==> src/hdl/rotary_position_rotate_assert.svh <==
// ----------------------------------------------------------------------------
// rotary position rotate assertion macros
// concurrent checks on clk, disabled while arst_n is low
// ----------------------------------------------------------------------------
`ifndef ROTARY_POSITION_ROTATE_ASSERT_SVH
`define ROTARY_POSITION_ROTATE_ASSERT_SVH
`ifndef SYNTHESIS
`define RPR_ASSERT_IMPL(lbl, ante, cons) \
	lbl: assert property (@(posedge clk) disable iff (!arst_n) (ante) |-> (cons)) \
		else $error("rotary position rotate check failed");
`define RPR_ASSERT_NEXT(lbl, ante, cons) \
	lbl: assert property (@(posedge clk) disable iff (!arst_n) (ante) |=> (cons)) \
		else $error("rotary position rotate check failed");
`else
`define RPR_ASSERT_IMPL(lbl, ante, cons)
`define RPR_ASSERT_NEXT(lbl, ante, cons)
`endif
`endif

==> src/hdl/rpr_poly_cell.sv <==
// ----------------------------------------------------------------------------
// rpr polynomial cell
// one horner step of the quarter-wave sine series
// ----------------------------------------------------------------------------
`timescale 1ns / 1ps
module rpr_poly_cell #(
	parameter logic [30:0] C = 31'd0
) (
	input  logic        clk,
	input  logic        en,
	input  logic [30:0] x_in,
	input  logic [30:0] x2_in,
	input  logic [30:0] t_in,
	output logic [30:0] x_q,
	output logic [30:0] x2_q,
	output logic [30:0] t_q
);
	logic [61:0] prod;
	logic [31:0] t_n;

	assign prod = {31'd0, x2_in} * {31'd0, t_in};
	assign t_n  = {1'b0, C} - prod[61:30];

	always_ff @(posedge clk) begin
		if (en) begin
			x_q  <= x_in;
			x2_q <= x2_in;
			t_q  <= t_n[30:0];
		end
	end
endmodule

==> config.mk <==
export PLATFORM = sky130hd
export DESIGN_NAME = rpr_poly_cell
export DESIGN_NICKNAME = d
export VERILOG_FILES = /design/src/hdl/rotary_position_rotate_assert.svh /design/src/hdl/rpr_poly_cell.sv
export SDC_FILE = /design/constraint.sdc
export NUM_CORES = 2
export LEC_CHECK = 0
export ABC_AREA = 1
export BUFFER_PORTS_ARGS = -buffer_cell sky130_fd_sc_hd__buf_2
export CAP_MARGIN = 20
export CORE_ASPECT_RATIO = 0.6
export CORE_UTILIZATION = 50
export CTS_BUF_LIST = sky130_fd_sc_hd__clkbuf_8
export DETAILED_ROUTE_END_ITERATION = 8
export GPL_TIMING_DRIVEN = 0
export PLACE_DENSITY = 0.67
export SETUP_SLACK_MARGIN = 0.05
export SKIP_LAST_GASP = 1
export SLEW_MARGIN = 10
export SYNTH_ARGS = -nofsm -noshare
export SYNTH_HDL_FRONTEND = slang
export SYNTH_SLANG_ARGS = --single-unit
==> constraint.sdc <==
create_clock -name clk -period 11 [get_ports clk]
set_input_delay 0 -clock clk [delete_from_list [all_inputs] [get_ports clk]]
set_output_delay 0 -clock clk [all_outputs]
set_load 0.1 [all_outputs]
==> summary.txt <==
Run status
  – Run status: finished, final reports clean

Critical path
  – Worst EP required: 11.28 ns
  – Slowest-stage cell, CP: clkbuf_1
  – Slowest cell delay on critical path: 1.01 ns
  – CP max FO: 10
  – Crit-path leading delay family: adder cells
  – Crit Path Class: primary input to flop
  – Critical Path Sink Type: flop
  – Startpoint Class: primary input
  – Worst path bufs/invs: 8
  – WP data arrival: 9.32 ns
  – Cell mode on critical path: fa_1

Final layout
  – End-of-flow core utilization: 55.8%
  – Layout cells sized above 1: 5.97%
  – Area Growth Syn to Fin: 9.23%
  – Fill count: 6988
  – Layout Nets: 6335

STA
  – Worst-Margin Slew: 1.35 ns
  – Endpoints failing setup: 0
  – Final period util: 82.2%
  – Slew margin rel.: 10.1%
  – Max frequency: 0.111 GHz
  – RSZ-0062 raised after global routing: false
  – Fin Setup TNS: 0 ns
  – Final Hold Fails: 0
  – Fin. max-slew vios: 0
  – Min cycle time layout: 9.04 ns

GRT
  – First-pass GRT wire length: 219000 microns
  – Total gr overflow: 0
  – Vias in the first global route: 32.0k
  – Largest net degree at the start of global routing: 68
  – GRT Overall Usage: 41.9%
  – Initial antenna violation count: 5

Synthesis
  – Yosys cell types: 34
  – Register bit total from synthesis: 93
  – Post-synthesis cell count: 4865
  – Register area share after synthesis: 7.53%
  – Synthesis Warnings: 0
  – Syn Nets: 6042
  – Syn avg cell area: 7.62 sq um
  – EDFF count, synth: 93
  – Synth top area share: 45.1%
  – Predominant post-synthesis flop cell: edfxtp_1
  – Leading post-synthesis cells by cell area: fa_1 45%, nand2_1 16%, inv_1 16%
  – Post-synthesis cell area: 0.0371 sq mm
  – Fraction of registers with async set/reset: 0%
  – Area leader, netlist: fa_1

Clock tree
  – Clock sinks: 93
  – Post-CTS sizing: 0
  – Worst-path clk slew: 0.11 ns
  – Post-CTS setup buffer count: 0
  – CTS buffer count: 9
  – Root buf cell: clkbuf_8
  – CTS tree: done
  – Clk buf depth: 2
  – Hold Buf Count CTS: 63
  – H-tree levels: 3

Placement
  – Global placer's final weighted congestion: 1.06
  – Port Buffers: 187
  – Final HPWL DP: 128000 microns

Floorplanning
  – Area of the core: 0.0726 sq mm
  – Initial Util: 51.1%
  – I/O pins: 188
  – Die H: 213 microns
  – Die footprint: 0.0753 sq mm
  – Die width: 354 microns
  – # rows: 76

Min path
  – Hold wc startpoint: x_in[30]
  – Worst hold path endpoint: x_q[30]
  – Hold path cells: 2
  – Min-delay worst type: primary input to flop

Detailed routing
  – Drt first pass iters: 7
  – Routed via count: 32.7k
  – WL per Instance: 24.9 microns
  – Routed vias/inst: 5.32
  – Final ANT Viol Nets: 0
  – Routed wire length: 153000 microns
  – DRT iter0 DRCs: 4691
  – # DRC: 0

Run
  – Max_cap viols: 0
cell type report:
class / instances / area [sq um] / share of cell area, %
multi-input combinational: 3018 / 27700 / 68.4
inverter: 1568 / 5890 / 14.5
sequential: 93 / 2790 / 6.89
timing repair buffer: 282 / 1980 / 4.89
tap: 975 / 1220 / 3.01
buffer: 186 / 701 / 1.73
clock buffer: 9 / 124 / 0.306
clock inverter: 7 / 77.6 / 0.191
antenna: 7 / 17.5 / 0.0432
layout by cell type (no fill, tap or decap), types with 3 or more instances in the layout:
cell type | synthesis | routed
nand4_1 | 14 | 14
nor4_1 | 5 | 5
clkbuf_8 | 0 | 9
buf_6 | 0 | 23
diode_2 | 0 | 7
fa_1 | 835 | 835
clkinv_1 | 7 | 7
and2_1 | 3 | 3
nand2_2 | 11 | 11
nand3b_1 | 6 | 6
xor2_1 | 13 | 13
xnor2_1 | 11 | 11
o21ai_0 | 3 | 3
ha_1 | 247 | 247
buf_8 | 0 | 9
nor3_1 | 9 | 9
nor2_1 | 115 | 115
nor2_2 | 24 | 24
o21bai_1 | 8 | 8
inv_2 | 18 | 18
nor2_4 | 7 | 7
a21oi_1 | 40 | 40
nand2_1 | 1571 | 1571
inv_6 | 0 | 3
edfxtp_1 | 93 | 93
inv_1 | 1543 | 1543
nand3_2 | 3 | 3
buf_2 | 0 | 186
nand3_1 | 79 | 79
dlygate4sd3_1 | 0 | 63
clkbuf_1 | 184 | 182
nor3_2 | 3 | 3
metrics by stage:
| step | worst slack [ns] | hold WS [ns] | instance area [sq um] | cells |
|---|---|---|---|---|
| detailed placement | 1.95 | 0.178 | 39400 | 6038 |
| floorplan | 4.27 | 0.0989 | 37100 | 4865 |
| global placement | 1.96 | 0.176 | 39200 | 6027 |
| global route | 1.70 | 0.161 | 40500 | 6140 |
| CTS | 1.98 | 0.127 | 40200 | 6117 |
| finish | 1.96 | 0.183 | 40500 | 6145 |
cells by family (layout without fill, tap and decap cells):
kind of cell               after synthesis  count (layout)  share of synthesized area (%)
AOI/OAI and AO/OA                       58              58                          0.880
xor gates and xnor gates                24              24                          0.567
adders and majority gates             1082            1082                           53.4
buffers and inverters                 1754            2052                           17.8
DFF                                     93              93                           7.53
other                                    0               7                              0
and+or+nand+nor                       1854            1854                           19.9
sequential cells by signal (all words and copies together) (netlist names):
| signal | cells |
|---|---|
| t_q | 31 |
| x2_q | 31 |
| x_q | 31 |
how the worst max path moves through the flow:
stage / end / depth (start not counted) / startpoint
2_1_floorplan: t_q[22] / 31 / x2_in[22]
3_3_place_gp: t_q[30] / 31 / x2_in[1]
3_5_place_dp: t_q[30] / 31 / x2_in[1]
4_1_cts: t_q[30] / 32 / x2_in[1]
5_1_grt: t_q[25] / 32 / x2_in[1]
6_report: t_q[16] / 31 / x2_in[16]
synth_stat cells (5+ instances only):
cell type / count
nand2_1: 1571
inv_1: 1543
fa_1: 835
ha_1: 247
clkbuf_1: 184
nor2_1: 115
edfxtp_1: 93
nand3_1: 79
a21oi_1: 40
nor2_2: 24
inv_2: 18
nand4_1: 14
xor2_1: 13
nand2_2: 11
xnor2_1: 11
nor3_1: 9
o21bai_1: 8
clkinv_1: 7
nor2_4: 7
nand3b_1: 6
nor4_1: 5
routing by layer:
metal,GRT usage [%],up-vias,routed length [microns],share of wire (%)
met1,60.2,15900,63600,42
met2,52.2,2522,54800,36
met3,24.5,275,30400,20
met5,0,-,164,0.11
met4,10.8,6,4210,2.7
li1,-,14000,-,-
Power is not shown: default switching activity piles up to over one toggle a cycle in this logic, so the estimate is an artifact.
