## config.mk

```make
export PLATFORM = sky130hd
export DESIGN_NAME = rpr_exp_cell
export DESIGN_NICKNAME = d
export VERILOG_FILES = /design/src/hdl/rotary_position_rotate_assert.svh /design/src/hdl/rpr_pkg.sv /design/src/hdl/rpr_exp_cell.sv
export SDC_FILE = /design/constraint.sdc
export NUM_CORES = 1
export LEC_CHECK = 0
export BUFFER_PORTS_ARGS = -buffer_cell sky130_fd_sc_hd__buf_2
export CORE_MARGIN = 2
export CORE_UTILIZATION = 40
export CTS_BUF_LIST = sky130_fd_sc_hd__clkbuf_8
export CTS_CLUSTER_SIZE = 20
export DETAILED_ROUTE_END_ITERATION = 12
export SLEW_MARGIN = 15
export SYNTH_ARGS = -nofsm -noshare
export SYNTH_HDL_FRONTEND = slang
export SYNTH_SLANG_ARGS = --single-unit
export TNS_END_PERCENT = 5
```

## constraint.sdc

```tcl
create_clock -name clk -period 27.2 [get_ports clk]
set_input_delay 5.44 -clock clk [delete_from_list [all_inputs] [get_ports clk]]
set_output_delay 5.44 -clock clk [all_outputs]
set_load 0.05 [all_outputs]
```

## src/hdl/rotary_position_rotate_assert.svh

```systemverilog
// ----------------------------------------------------------------------------
// rotary position rotate assertion macros
// concurrent checks on clk, disabled while arst_n is low
// ----------------------------------------------------------------------------
`ifndef ROTARY_POSITION_ROTATE_ASSERT_SVH
`define ROTARY_POSITION_ROTATE_ASSERT_SVH
`ifndef SYNTHESIS
`define RPR_ASSERT_IMPL(lbl, ante, cons) \
	lbl: assert property (@(posedge clk) disable iff (!arst_n) (ante) |-> (cons)) \
		else $error("rotary position rotate check failed");
`define RPR_ASSERT_NEXT(lbl, ante, cons) \
	lbl: assert property (@(posedge clk) disable iff (!arst_n) (ante) |=> (cons)) \
		else $error("rotary position rotate check failed");
`else
`define RPR_ASSERT_IMPL(lbl, ante, cons)
`define RPR_ASSERT_NEXT(lbl, ante, cons)
`endif
`endif

```

## src/hdl/rpr_pkg.sv

```systemverilog
// ----------------------------------------------------------------------------
// rotary position rotate package
// shared types, register codes and fixed-point constants
// ----------------------------------------------------------------------------
`timescale 1ns / 1ps
package rpr_pkg;
	typedef logic signed [15:0] elem_t;
	typedef logic [15:0] pos_t;
	typedef logic [6:0] pidx_t;

	typedef enum logic [1:0] {
		REG_MODE      = 2'd0,
		REG_HEAD_DIM  = 2'd1,
		REG_BASE_LOG2 = 2'd2
	} cfg_idx_t;

	typedef struct packed {
		elem_t xe;
		elem_t xo;
		pos_t  pos;
		logic  byp;
	} side_t;

	// 2^(-2^-k) in q0.31, k = 1..16
	localparam logic [30:0] EXP_TAB [16] = '{
		31'd1518500250, 31'd1805811302, 31'd1969251188, 31'd2056437387,
		31'd2101467502, 31'd2124350983, 31'd2135885998, 31'd2141676973,
		31'd2144578345, 31'd2146030506, 31'd2146756953, 31'd2147120270,
		31'd2147301951, 31'd2147392798, 31'd2147438222, 31'd2147460935
	};

	localparam logic [29:0] TURN_PER_RAD = 30'd683565276;
	localparam logic [30:0] QUARTER      = 31'h4000_0000;
	localparam logic [30:0] C9           = 31'd172272;
	// horner coefficients in order of use
	localparam logic [30:0] HORNER_C [4] = '{
		31'd5026995, 31'd85569306, 31'd693598669, 31'd1686629713
	};

	function automatic elem_t round_sat(input logic signed [32:0] v);
		logic signed [33:0] s;
		logic signed [19:0] r;
		s = 34'(v) + 34'sd8192;
		r = 20'(s >>> 14);
		if (r > 20'sd32767)
			round_sat = 16'sh7fff;
		else if (r < -20'sd32768)
			round_sat = 16'sh8000;
		else
			round_sat = r[15:0];
	endfunction
endpackage

```

## src/hdl/rpr_exp_cell.sv

```systemverilog
// ----------------------------------------------------------------------------
// rpr exponent cell
// applies one factor of 2^-f for a single fraction bit
// ----------------------------------------------------------------------------
`timescale 1ns / 1ps
module rpr_exp_cell #(
	parameter int K = 0
) (
	input  logic        clk,
	input  logic        en,
	input  logic [21:0] e_in,
	input  logic [31:0] m_in,
	output logic [21:0] e_q,
	output logic [31:0] m_q
);
	import rpr_pkg::*;

	logic [62:0] prod;
	logic [63:0] rnd;

	assign prod = {31'd0, m_in} * {32'd0, EXP_TAB[K]};
	assign rnd  = {1'b0, prod} + 64'h0000_0000_4000_0000;

	always_ff @(posedge clk) begin
		if (en) begin
			e_q <= e_in;
			m_q <= e_in[15-K] ? rnd[62:31] : m_in;
		end
	end
endmodule

```

==> metrics.csv <==
stage,metric,value,unit
outcome,status,"complete, no violations",
min_path,hold crit path type,input pin to register,
timing,Final Cycle Share,51.58,%
cells_and_area,fin util,43.35,%
timing,worst slew pin tran,0.9120,ns
global_route,vias in the first global route,16450,
global_route,initial antenna violation count,0,
cells_and_area,layout cells sized above 1,6.982,%
synth,Mean Syn Cell Area,9.732,um^2
clocking,post-CTS sizing,0,
cells_and_area,final-stage net count,2920,
synth,Mapped Area,0.01993,mm^2
timing,final-report setup violation count,0,
die,Core ar.,0.04905,mm^2
timing,Fmax,71.28,MHz
critical_path,crit path DAT,14.08,ns
placement,Place WS,12.95,ns
synth,top cell type's share of synthesized area,33.75,%
synth,count of flip-flops with a built-in enable after synthesis,54,
die,Die W,227.2,um
critical_path,Critical Path End,m_q[31]$_DFFE_PP_,
timing,Max Slew Vio Count,0,
clocking,clock buffer depth,2,
critical_path,CP Launch Point,m_in[20],
drt,WL/cell,23.15,um
placement,routability congestion estimate,0.9392,
synth,#FFs+latches synth,54,
critical_path,critical path peak fanout,11,
global_route,grt ovf,0,
timing,Rel. slew slack,38.73,%
drt,iteration-0 DRC count of the detailed router,976,
critical_path,Critical Path End Type,register,
global_route,largest net degree at the start of global routing,61,
synth,Unique masters post-synth,73,
drt,drc violations,0,
clocking,root buffer cell,clkbuf_8,
timing,RSZ-0062 raised after global routing,false,
die,DIE HEIGHT,227.2,um
clocking,Num CTS Buffers,5,
drt,DR vias/cell,5.364,
timing,final period demand of the worst path,14.03,ns
job,max-cap violation count,0,
synth,Synth area leaders,"fa_1, ha_1, inv_1",
die,Starting Density,40.63,%
clocking,CTS tree,built,
critical_path,CP Launch Type,input pin,
die,Row Count,81,
synth,syn_nets,2835,
timing,post-route setup TNS,0,ns
drt,Pre-antenna DRT Iters,8,
synth,synth warn,0,
die,Die Area,0.05163,mm^2
critical_path,Setup CP Type,input pin to register,
synth,Synth Instances,2048,
placement,PortBufs,109,
clocking,"Hold-fix buffers, CTS",0,
clocking,clock net sink count,54,
synth,post-synth top area cell,fa_1,
synth,Main synth FF type,edfxtp_1,
die,I/O pins,110,
clocking,Worst-path clk slew,0.10,ns
drt,DRT antenna net count,0,
synth,Synth async-reset ratio,0,%
timing,final hold vios,0,
drt,final wirelength,64770,um
drt,Vias,15010,
cells_and_area,area grow syn2layout,6.673,%
synth,register area share after synthesis,8.136,%
placement,DP HPWL,56740,um
global_route,GRT Total Usage,26.13,%
cells_and_area,ANT cells,0,
clocking,H-tree levels,2,
synth,top-count cell post-synth,inv_1,
critical_path,WP data required,27.25,ns
global_route,first-pass GRT wire length,98670,um
synth,"top cells by count, synth","inv_1, ha_1, fa_1",
timing,worst setup margin,13.17,ns
clocking,setup bufs post-CTS,0,
## placed cells by master, fill, tap and decap left out, types with 18 or more instances in the layout
| cell | n |
|---|---|
| buf_2 | 109 |
| and2_1 | 21 |
| ha_1 | 395 |
| nor2_1 | 88 |
| a21oi_1 | 101 |
| nor3_1 | 27 |
| inv_1 | 488 |
| edfxtp_1 | 54 |
| a21o_1 | 45 |
| xor2_1 | 46 |
| nand4_1 | 32 |
| nand3_1 | 18 |
| xnor2_1 | 40 |
| nand2_1 | 88 |
| fa_1 | 336 |
| o21ai_0 | 49 |
## area by class of cell
type	instances	area, um^2
fill	4806	27790
multi-input combinational	1473	16330
inverter	487	1828
sequential	54	1622
tap	664	830.8
timing repair buffer	112	568.0
clock buffer	5	68.82
clock inverter	3	12.51
## cells by family after synthesis
| group | share of synthesized area (%) |
|---|---|
| adder cells (fa/ha/maj) | 58.54 |
| buffers and inverters | 9.925 |
| AO/OA/AOI/OAI | 9.805 |
| AND/OR/NAND/NOR | 9.109 |
| multiplexers | 0.7031 |
| flip-flops | 8.136 |
| XOR/XNOR | 3.779 |
## registers in the layout, indices dropped and copies added, names as in the netlist
name	count
m_q	32
e_q	22
## worst max-delay path, cell delays in order
cell	delay [ns]
buf_2	0.35
ha_1	0.36
inv_1	0.11
fa_1	0.47
fa_1	0.55
inv_1	0.05
fa_1	0.50
inv_1	0.06
fa_1	0.54
inv_1	0.05
fa_1	0.45
fa_1	0.56
inv_1	0.07
fa_1	0.50
inv_1	0.04
ha_1	0.50
and4_1	0.29
and4_1	0.34
inv_1	0.06
o211ai_1	0.46
a211oi_1	0.18
xor2_1	0.23
nor4_1	0.64
nand4_1	0.45
or4_4	0.62
nand4bb_2	0.11
o221ai_2	0.09
## worst min path at each step
stage	cells after the start	endpoint	from
finish	1	e_q[2]$_DFFE_PP_	e_in[2]
global route	1	e_q[18]$_DFFE_PP_	e_in[18]
floorplan	0	e_q[0]$_DFFE_PP_	e_in[0]
CTS	1	e_q[2]$_DFFE_PP_	e_in[2]
global placement	1	e_q[9]$_DFFE_PP_	e_in[9]
detailed placement	1	e_q[9]$_DFFE_PP_	e_in[9]
## per-stage QoR
| stage | area [um^2] | instances | hold slack [ns] |
|---|---|---|---|
| floorplan | 19930 | 2048 | 5.539 |
| global placement | 21180 | 2790 | 5.616 |
| detailed placement | 21180 | 2790 | 5.619 |
| CTS | 21260 | 2798 | 5.274 |
| global route | 21260 | 2798 | 5.261 |
| finish | 21260 | 2798 | 5.290 |
## layer usage
layer  vias up  global-route usage (%)  wire (um)
met5         -                       0          0
met4         0                   9.171       2663
met3        96                   3.988       3881
met2       436                   43.12      30270
met1      7574                   34.95      27950
li1       6903                       -          -
Power is not shown: default switching activity piles up to over one toggle a cycle in this logic, so the estimate is an artifact.
