$ cat src/hdl/rotary_position_rotate_assert.svh
// ----------------------------------------------------------------------------
// rotary position rotate assertion macros
// concurrent checks on clk, disabled while arst_n is low
// ----------------------------------------------------------------------------
`ifndef ROTARY_POSITION_ROTATE_ASSERT_SVH
`define ROTARY_POSITION_ROTATE_ASSERT_SVH
`ifndef SYNTHESIS
`define RPR_ASSERT_IMPL(lbl, ante, cons) \
	lbl: assert property (@(posedge clk) disable iff (!arst_n) (ante) |-> (cons)) \
		else $error("rotary position rotate check failed");
`define RPR_ASSERT_NEXT(lbl, ante, cons) \
	lbl: assert property (@(posedge clk) disable iff (!arst_n) (ante) |=> (cons)) \
		else $error("rotary position rotate check failed");
`else
`define RPR_ASSERT_IMPL(lbl, ante, cons)
`define RPR_ASSERT_NEXT(lbl, ante, cons)
`endif
`endif

$ cat src/hdl/rpr_div_cell.sv
// ----------------------------------------------------------------------------
// rpr divider cell
// one restoring quotient bit per cell of the exponent divider
// ----------------------------------------------------------------------------
`timescale 1ns / 1ps
module rpr_div_cell (
	input  logic        clk,
	input  logic        en,
	input  logic [8:0]  d,
	input  logic [8:0]  rem_in,
	input  logic [21:0] wq_in,
	output logic [8:0]  rem_q,
	output logic [21:0] wq_q
);
	logic [9:0] t;
	logic [9:0] diff;
	logic       ge;

	assign t    = {rem_in, wq_in[21]};
	assign ge   = t >= {1'b0, d};
	assign diff = t - {1'b0, d};

	always_ff @(posedge clk) begin
		if (en) begin
			rem_q <= ge ? diff[8:0] : t[8:0];
			wq_q  <= {wq_in[20:0], ge};
		end
	end
endmodule

$ cat config.mk
export PLATFORM = sky130hd
export DESIGN_NAME = rpr_div_cell
export DESIGN_NICKNAME = d
export VERILOG_FILES = /design/src/hdl/rotary_position_rotate_assert.svh /design/src/hdl/rpr_div_cell.sv
export SDC_FILE = /design/constraint.sdc
export NUM_CORES = 1
export LEC_CHECK = 0
export BUFFER_PORTS_ARGS = -buffer_cell sky130_fd_sc_hd__buf_2
export CORE_MARGIN = 3
export CORE_UTILIZATION = 45
export CTS_CLUSTER_SIZE = 12
export DETAILED_ROUTE_END_ITERATION = 10
export PLACE_DENSITY_LB_ADDON = 0.12
export SKIP_CTS_REPAIR_TIMING = 1
export SYNTH_ARGS = -nofsm -noshare
export SYNTH_HDL_FRONTEND = slang
export SYNTH_SLANG_ARGS = --single-unit
$ cat constraint.sdc
create_clock -name clk -period 4.75 [get_ports clk]
set_input_delay 1.425 -clock clk [delete_from_list [all_inputs] [get_ports clk]]
set_output_delay 1.425 -clock clk [all_outputs]
set_load 0.01 [all_outputs]
==> results.md, run 1 <==
- Hold_ws: 1.28 ns
- Post-synth EDFFs: 31
- Post-layout minimum cycle time: 3.47 ns
- Comb pwr share: 0.251
- Asr flop ratio synth: 0
- Congestion Overflow GR: 0
- Reg area: 931 µm²
- Core area: 0.00339 mm²
- CP bufs+invs: 4
- Switching power: 161 µW
- Synth cell types: 42
- Htree depth: 2
- First-pass GRT wire length: 5140 µm
- Worst Setup End Kind: flop
- VDD IR max: 0.103 mV
- Ys flop type: edfxtp_1
- Mapped Cells: 117
- Total Wirelength: 3250 µm
- Initial core utilization: 0.473
- CP max stage delay: 0.42 ns
- DRT antenna net count: 0
- Crit path cell chain: buf_2 > inv_1 > ha_1 > inv_1 > fa_1 > a211oi_2 > o21ai_2 > a211oi_4 > inv_4 > mux2_4
- Clock share of power: 0.200
- Crit path kind: primary input to flop
- CTS buffer count: 5
- Grt met3 use: 0.0547
- Lkg Pwr: 0.910 nW
- Reg clk slew, reported paths: 0.08 ns
- Top-area cell type share of the netlist area: 0.580
- Int Pwr: 457 µW
- Full die area: 0.00432 mm²
- Cell mode on critical path: inv_1
- Max Slew Vio Count: 0
- Top post-synthesis cells by count: edfxtp_1, inv_1, ha_1
- Cell Rows: 21
- Drt wl/cell: 13.7 µm
- Post-DP Area: 0.00200 mm²
- Max Clock Freq: 0.288 GHz
- Worst hold path class: primary input to flop
- Sequential share of power: 0.550
- Top-count cell post-synth: edfxtp_1
- Layout cell share with drive strength beyond 1: 0.461
- Hold Vio Cnt, Final: 0
- Synth-to-Final Area Change: 27.1%
- Clk root buf: clkbuf_4
- Status: finished clean
- Syn nets: 169
- All-layer global routing usage: 0.159
- Setup_tns: 0 ns
- Multi-input logic area: 598 µm²
- Longest Clk Path Bufs: 2
- Max_slew headroom: 0.575
- Crit path required time: 4.82 ns
- Fillers: 302
- Number of I/O port buffers: 72
- Die Wd: 65.7 µm
- DRC: 0
- Vias post-DR: 1212
- Total Power: 617 µW
- Detailed Routing Iterations Pass 1: 4
- Die H: 65.7 µm
- Antenna Cells: 0
- CP top delay family: compound AO/OA/AOI/OAI gates
- Vias in the first global route: 1140
- Sw frac: 0.260
- Max cap viols: 0
- Fin crit share: 0.731
- Area of the mapped netlist: 0.00160 mm²
- Largest area contributor in the netlist: edfxtp_1
- GP Congestion: 0.826
- Final HPWL DP: 2620 µm
- GR peak layer: met2
- WP data arrival: 3.54 ns
- Drt first-iter violations: 46
- Seq cells post-synth: 31
- Top cells by area, synth: edfxtp_1, ha_1, inv_1, mux2_4, a21oi_1
- Pwr/cell area: 303 mW/mm²
- NumNets Final: 244
- Post-synthesis sequential area ratio: 0.580
- Worst Path Max Fanout: 7
- CP max stage cell: fa_1
- GR met2 Demand/Resource: 0.268
- Vias per Instance: 5.11
- Worst slew pin tran: 0.638 ns
- Top Ports: 73
- GR Layer Usage met1: 0.179
- Post-route cell area: 0.00204 mm²
- RSZ-0062 raised after global routing: false
- Synthesis Warnings: 0
- Largest net degree at the start of global routing: 32
- Crit start category: primary input
- Initial antenna violation count: 0
- Final core occ: 0.602
- Mean post-synth cell area: 13.7 µm²
- Sink count of the clock tree: 31
- Count of final setup violators: 0
- TritonCTS clock tree: yes
[through the flow]
step                      setup slack (ns)  cells
final                                 1.28    237
after detailed placement             0.957    231
after floorplan                       1.24    117
after CTS                             1.30    237
after global placement                1.03    231
after global routing                  1.15    237
[power by group through the flow]
stage	clock network, mW	logic [mW]	registers [mW]
final	0.123	0.155	0.339
after global routing	0.146	0.171	0.342
after CTS	0.130	0.156	0.340
after detailed placement	0	0.155	0.346
after global placement	0	0.151	0.345
after floorplan	0	0.0773	0.363
[sequential cells by signal (all words and copies together) (netlist names)]
signal  count
rem_q       9
wq_q       22
[cell type report]
cell class                 count  area share
inverter                      13      0.0252
sequential                    31       0.456
multi-input combinational     69       0.293
timing repair buffer          72       0.177
tap                           46      0.0282
clock buffer                   6      0.0202
[logic make-up (layout without fill, tap and decap cells)]
| group | Yosys count | after routing | share of synthesized area |
|---|---|---|---|
| AO/OA/AOI/OAI | 33 | 33 | 0.165 |
| XOR/XNOR | 3 | 3 | 0.0164 |
| adder cells (fa/ha/maj) | 10 | 10 | 0.0827 |
| buffers and inverters | 17 | 91 | 0.0468 |
| flip-flops | 31 | 31 | 0.580 |
| multiplexers | 6 | 6 | 0.0476 |
| AND/OR/NAND/NOR | 17 | 17 | 0.0609 |
[layer usage]
metal  up-vias  share of wire  wire length (µm)
met2        57           0.48              1570
met1       544           0.39              1270
met5         -              0                 0
met3         8           0.10               328
met4         0          0.023                76
li1        603              -                 -
[cells in the final DEF, fill, tap and decap left out, types with 3 or more instances in the layout]
master / netlist / layout
inv_1: 12 / 12
clkbuf_4: 0 / 5
o211ai_1: 4 / 4
a21o_1: 3 / 3
edfxtp_1: 31 / 31
buf_2: 1 / 72
mux2_4: 3 / 3
a21oi_1: 6 / 6
nand2b_1: 3 / 3
nand2_1: 4 / 4
ha_1: 9 / 9
[final timing paths]
check,depth (start not counted),end,slack (ns),startpoint
worst min-delay path,1,wq_q[8]$_DFFE_PP_,1.28,wq_in[7]
worst max-delay path,10,rem_q[6]$_DFFE_PP_,1.28,wq_in[21]
No activity file was read; power rests on OpenSTA's default activity.
==> run 2: changes to the inputs <==
--- a/config.mk
+++ b/config.mk
@@ -7,7 +7,7 @@
 export LEC_CHECK = 0
 export BUFFER_PORTS_ARGS = -buffer_cell sky130_fd_sc_hd__buf_2
 export CORE_MARGIN = 3
-export CORE_UTILIZATION = 45
+export CORE_UTILIZATION = 42
 export CTS_CLUSTER_SIZE = 12
 export DETAILED_ROUTE_END_ITERATION = 10
 export PLACE_DENSITY_LB_ADDON = 0.12
==> constraint.sdc (replaced) <==
create_clock -name clk -period 3 [get_ports clk]
set_input_delay 0.9 -clock clk [delete_from_list [all_inputs] [get_ports clk]]
set_output_delay 0.9 -clock clk [all_outputs]
set_load 0.01 [all_outputs]
==> run 2 against run 1 <==
Power up 75%. Clock power increased by 130%. Worst setup slack worse by 1.1 ns. Combinational power up 66%. Sequential cell count unchanged. Core utilization grew 0.59 points. Non-clock buffer count is 6 higher. Global-route usage fell by 1.2 points. Sequential share of layout area fell by 1.8 points. Via count rose by 2.6%. First-iteration DRC count increased by 140%.
==> results.md, run 2 (synthesis results as in run 1) <==
- Status: finished clean
- Reg with most FFs: wq_q
- Max Slew Vio Count: 0
- First-pass GRT wire length: 4950 µm
- RSZ-0062 raised after global routing: false
- Multi-input logic area: 598 µm²
- Sw frac: 0.251
- Sequential share of power: 0.499
- Congestion Overflow GR: 0
- Pwr/cell area: 508 mW/mm²
- Sink count of the clock tree: 31
- Final core occ: 0.608
- Fin crit share: 0.954
- Antenna Cells: 0
- Die Wd: 67.8 µm
- DRC: 0
- Max cap viols: 0
- Lkg Pwr: 0.955 nW
- DRT antenna net count: 0
- Initial core utilization: 0.459
- Hold Vio Cnt, Final: 0
- Drt wl/cell: 13.8 µm
- Vias post-DR: 1244
- Layout cell share with drive strength beyond 1: 0.472
- All-layer global routing usage: 0.147
- Count of final setup violators: 0
- Drt first-iter violations: 112
- Fin cells: 245
- Max_slew headroom: 0.583
- Reg area: 931 µm²
- Reg clk slew, reported paths: 0.06 ns
- VDD IR max: 0.155 mV
- Synth-to-Final Area Change: 32.4%
- CP max stage delay: 0.40 ns
- Cell mode on critical path: inv_1
- Longest Clk Path Bufs: 2
- Int Pwr: 808 µW
- Crit start category: primary input
- Vias per Instance: 5.08
- Cells after DPL: 237
- Core area: 0.00349 mm²
- Cell Rows: 21
- CTS buffer count: 5
- Initial antenna violation count: 0
- WP data arrival: 2.88 ns
- Worst Setup End Kind: flop
- CP max stage cell: fa_1
- Clk root buf: clkbuf_8
- Worst hold path class: primary input to flop
- Most frequent cells in the layout: buf_2, edfxtp_1, inv_1
- Detailed Routing Iterations Pass 1: 4
- TritonCTS clock tree: yes
- Worst slew pin tran: 0.625 ns
- Top Ports: 73
- Crit path required time: 3.02 ns
- Crit path kind: primary input to flop
- Hold Crit Start: wq_in[17]
- Leading cell type in the layout, fill and taps excluded: buf_2
- Fillers: 288
- Crit path cell chain: buf_2 > inv_1 > ha_1 > inv_1 > fa_1 > a211oi_2 > o21ai_2 > a211oi_4 > inv_4 > mux2_4
- Number of I/O port buffers: 72
- Vias in the first global route: 1192
- GP Congestion: 0.811
- Max Clock Freq: 0.349 GHz
- Clock share of power: 0.261
- Worst Path Max Fanout: 7
- Htree depth: 2
- Final HPWL DP: 2800 µm
- Switching power: 271 µW
- Max reg flops: 22
- Die H: 67.8 µm
- Largest net degree at the start of global routing: 32
- Total Wirelength: 3390 µm
- Post-layout minimum cycle time: 2.86 ns
- Crit path from: wq_in[21]
- Full die area: 0.00460 mm²
- NumNets Final: 250
- Top Registers: wq_q (22), rem_q (9)
- Comb pwr share: 0.240
run 2: path summary, 6_finish.rpt:
path | cells past startpoint | to
worst min-delay path | 1 | wq_q[18]$_DFFE_PP_
worst max-delay path | 10 | rem_q[4]$_DFFE_PP_
run 2: power by group through the flow:
stage | clock, mW | sequential [mW] | combinational [mW]
after floorplan | 0 | 0.574 | 0.122
after global placement | 0 | 0.547 | 0.251
after detailed placement | 0 | 0.549 | 0.258
after CTS | 0.293 | 0.540 | 0.259
after global routing | 0.320 | 0.543 | 0.283
final | 0.282 | 0.539 | 0.258
run 2: routing by layer:
metal	part of all wire	vias to the layer above	routed length, µm	global-route usage
met5	0	-	0	0
met1	0.39	576	1320	0.153
met2	0.51	50	1720	0.267
li1	-	616	-	-
met3	0.095	2	322	0.0483
met4	0.0074	0	25	0.0645
run 2: area by class of cell:
class / instances / share of cell area
flip-flops and latches: 31 / 0.438
clock buffers: 6 / 0.0342
clock inverters: 2 / 0.00354
multi-input cells: 69 / 0.282
inverters: 13 / 0.0242
repair buffers: 78 / 0.191
well taps: 46 / 0.0271
run 2: metrics by stage:
step	TNS [ns]	setup slack, ns	hold WS [ns]	power, mW	instance area, µm²
global placement	-0.291	-0.0754	1.08	0.798	2040
CTS	0	0.139	0.793	1.09	2120
detailed placement	-0.676	-0.145	1.08	0.807	2040
floorplan	0	0.0152	0.999	0.697	1600
finish	0	0.138	0.803	1.08	2120
global route	0	0.0674	0.777	1.15	2120
run 2: worst max-delay path, delay by kind of cell:
family | cells | cell delay, ns
AO/OA/AOI/OAI | 3 | 0.77
multiplexers | 1 | 0.31
buffers and inverters | 4 | 0.33
adder cells (fa/ha/maj) | 2 | 0.57
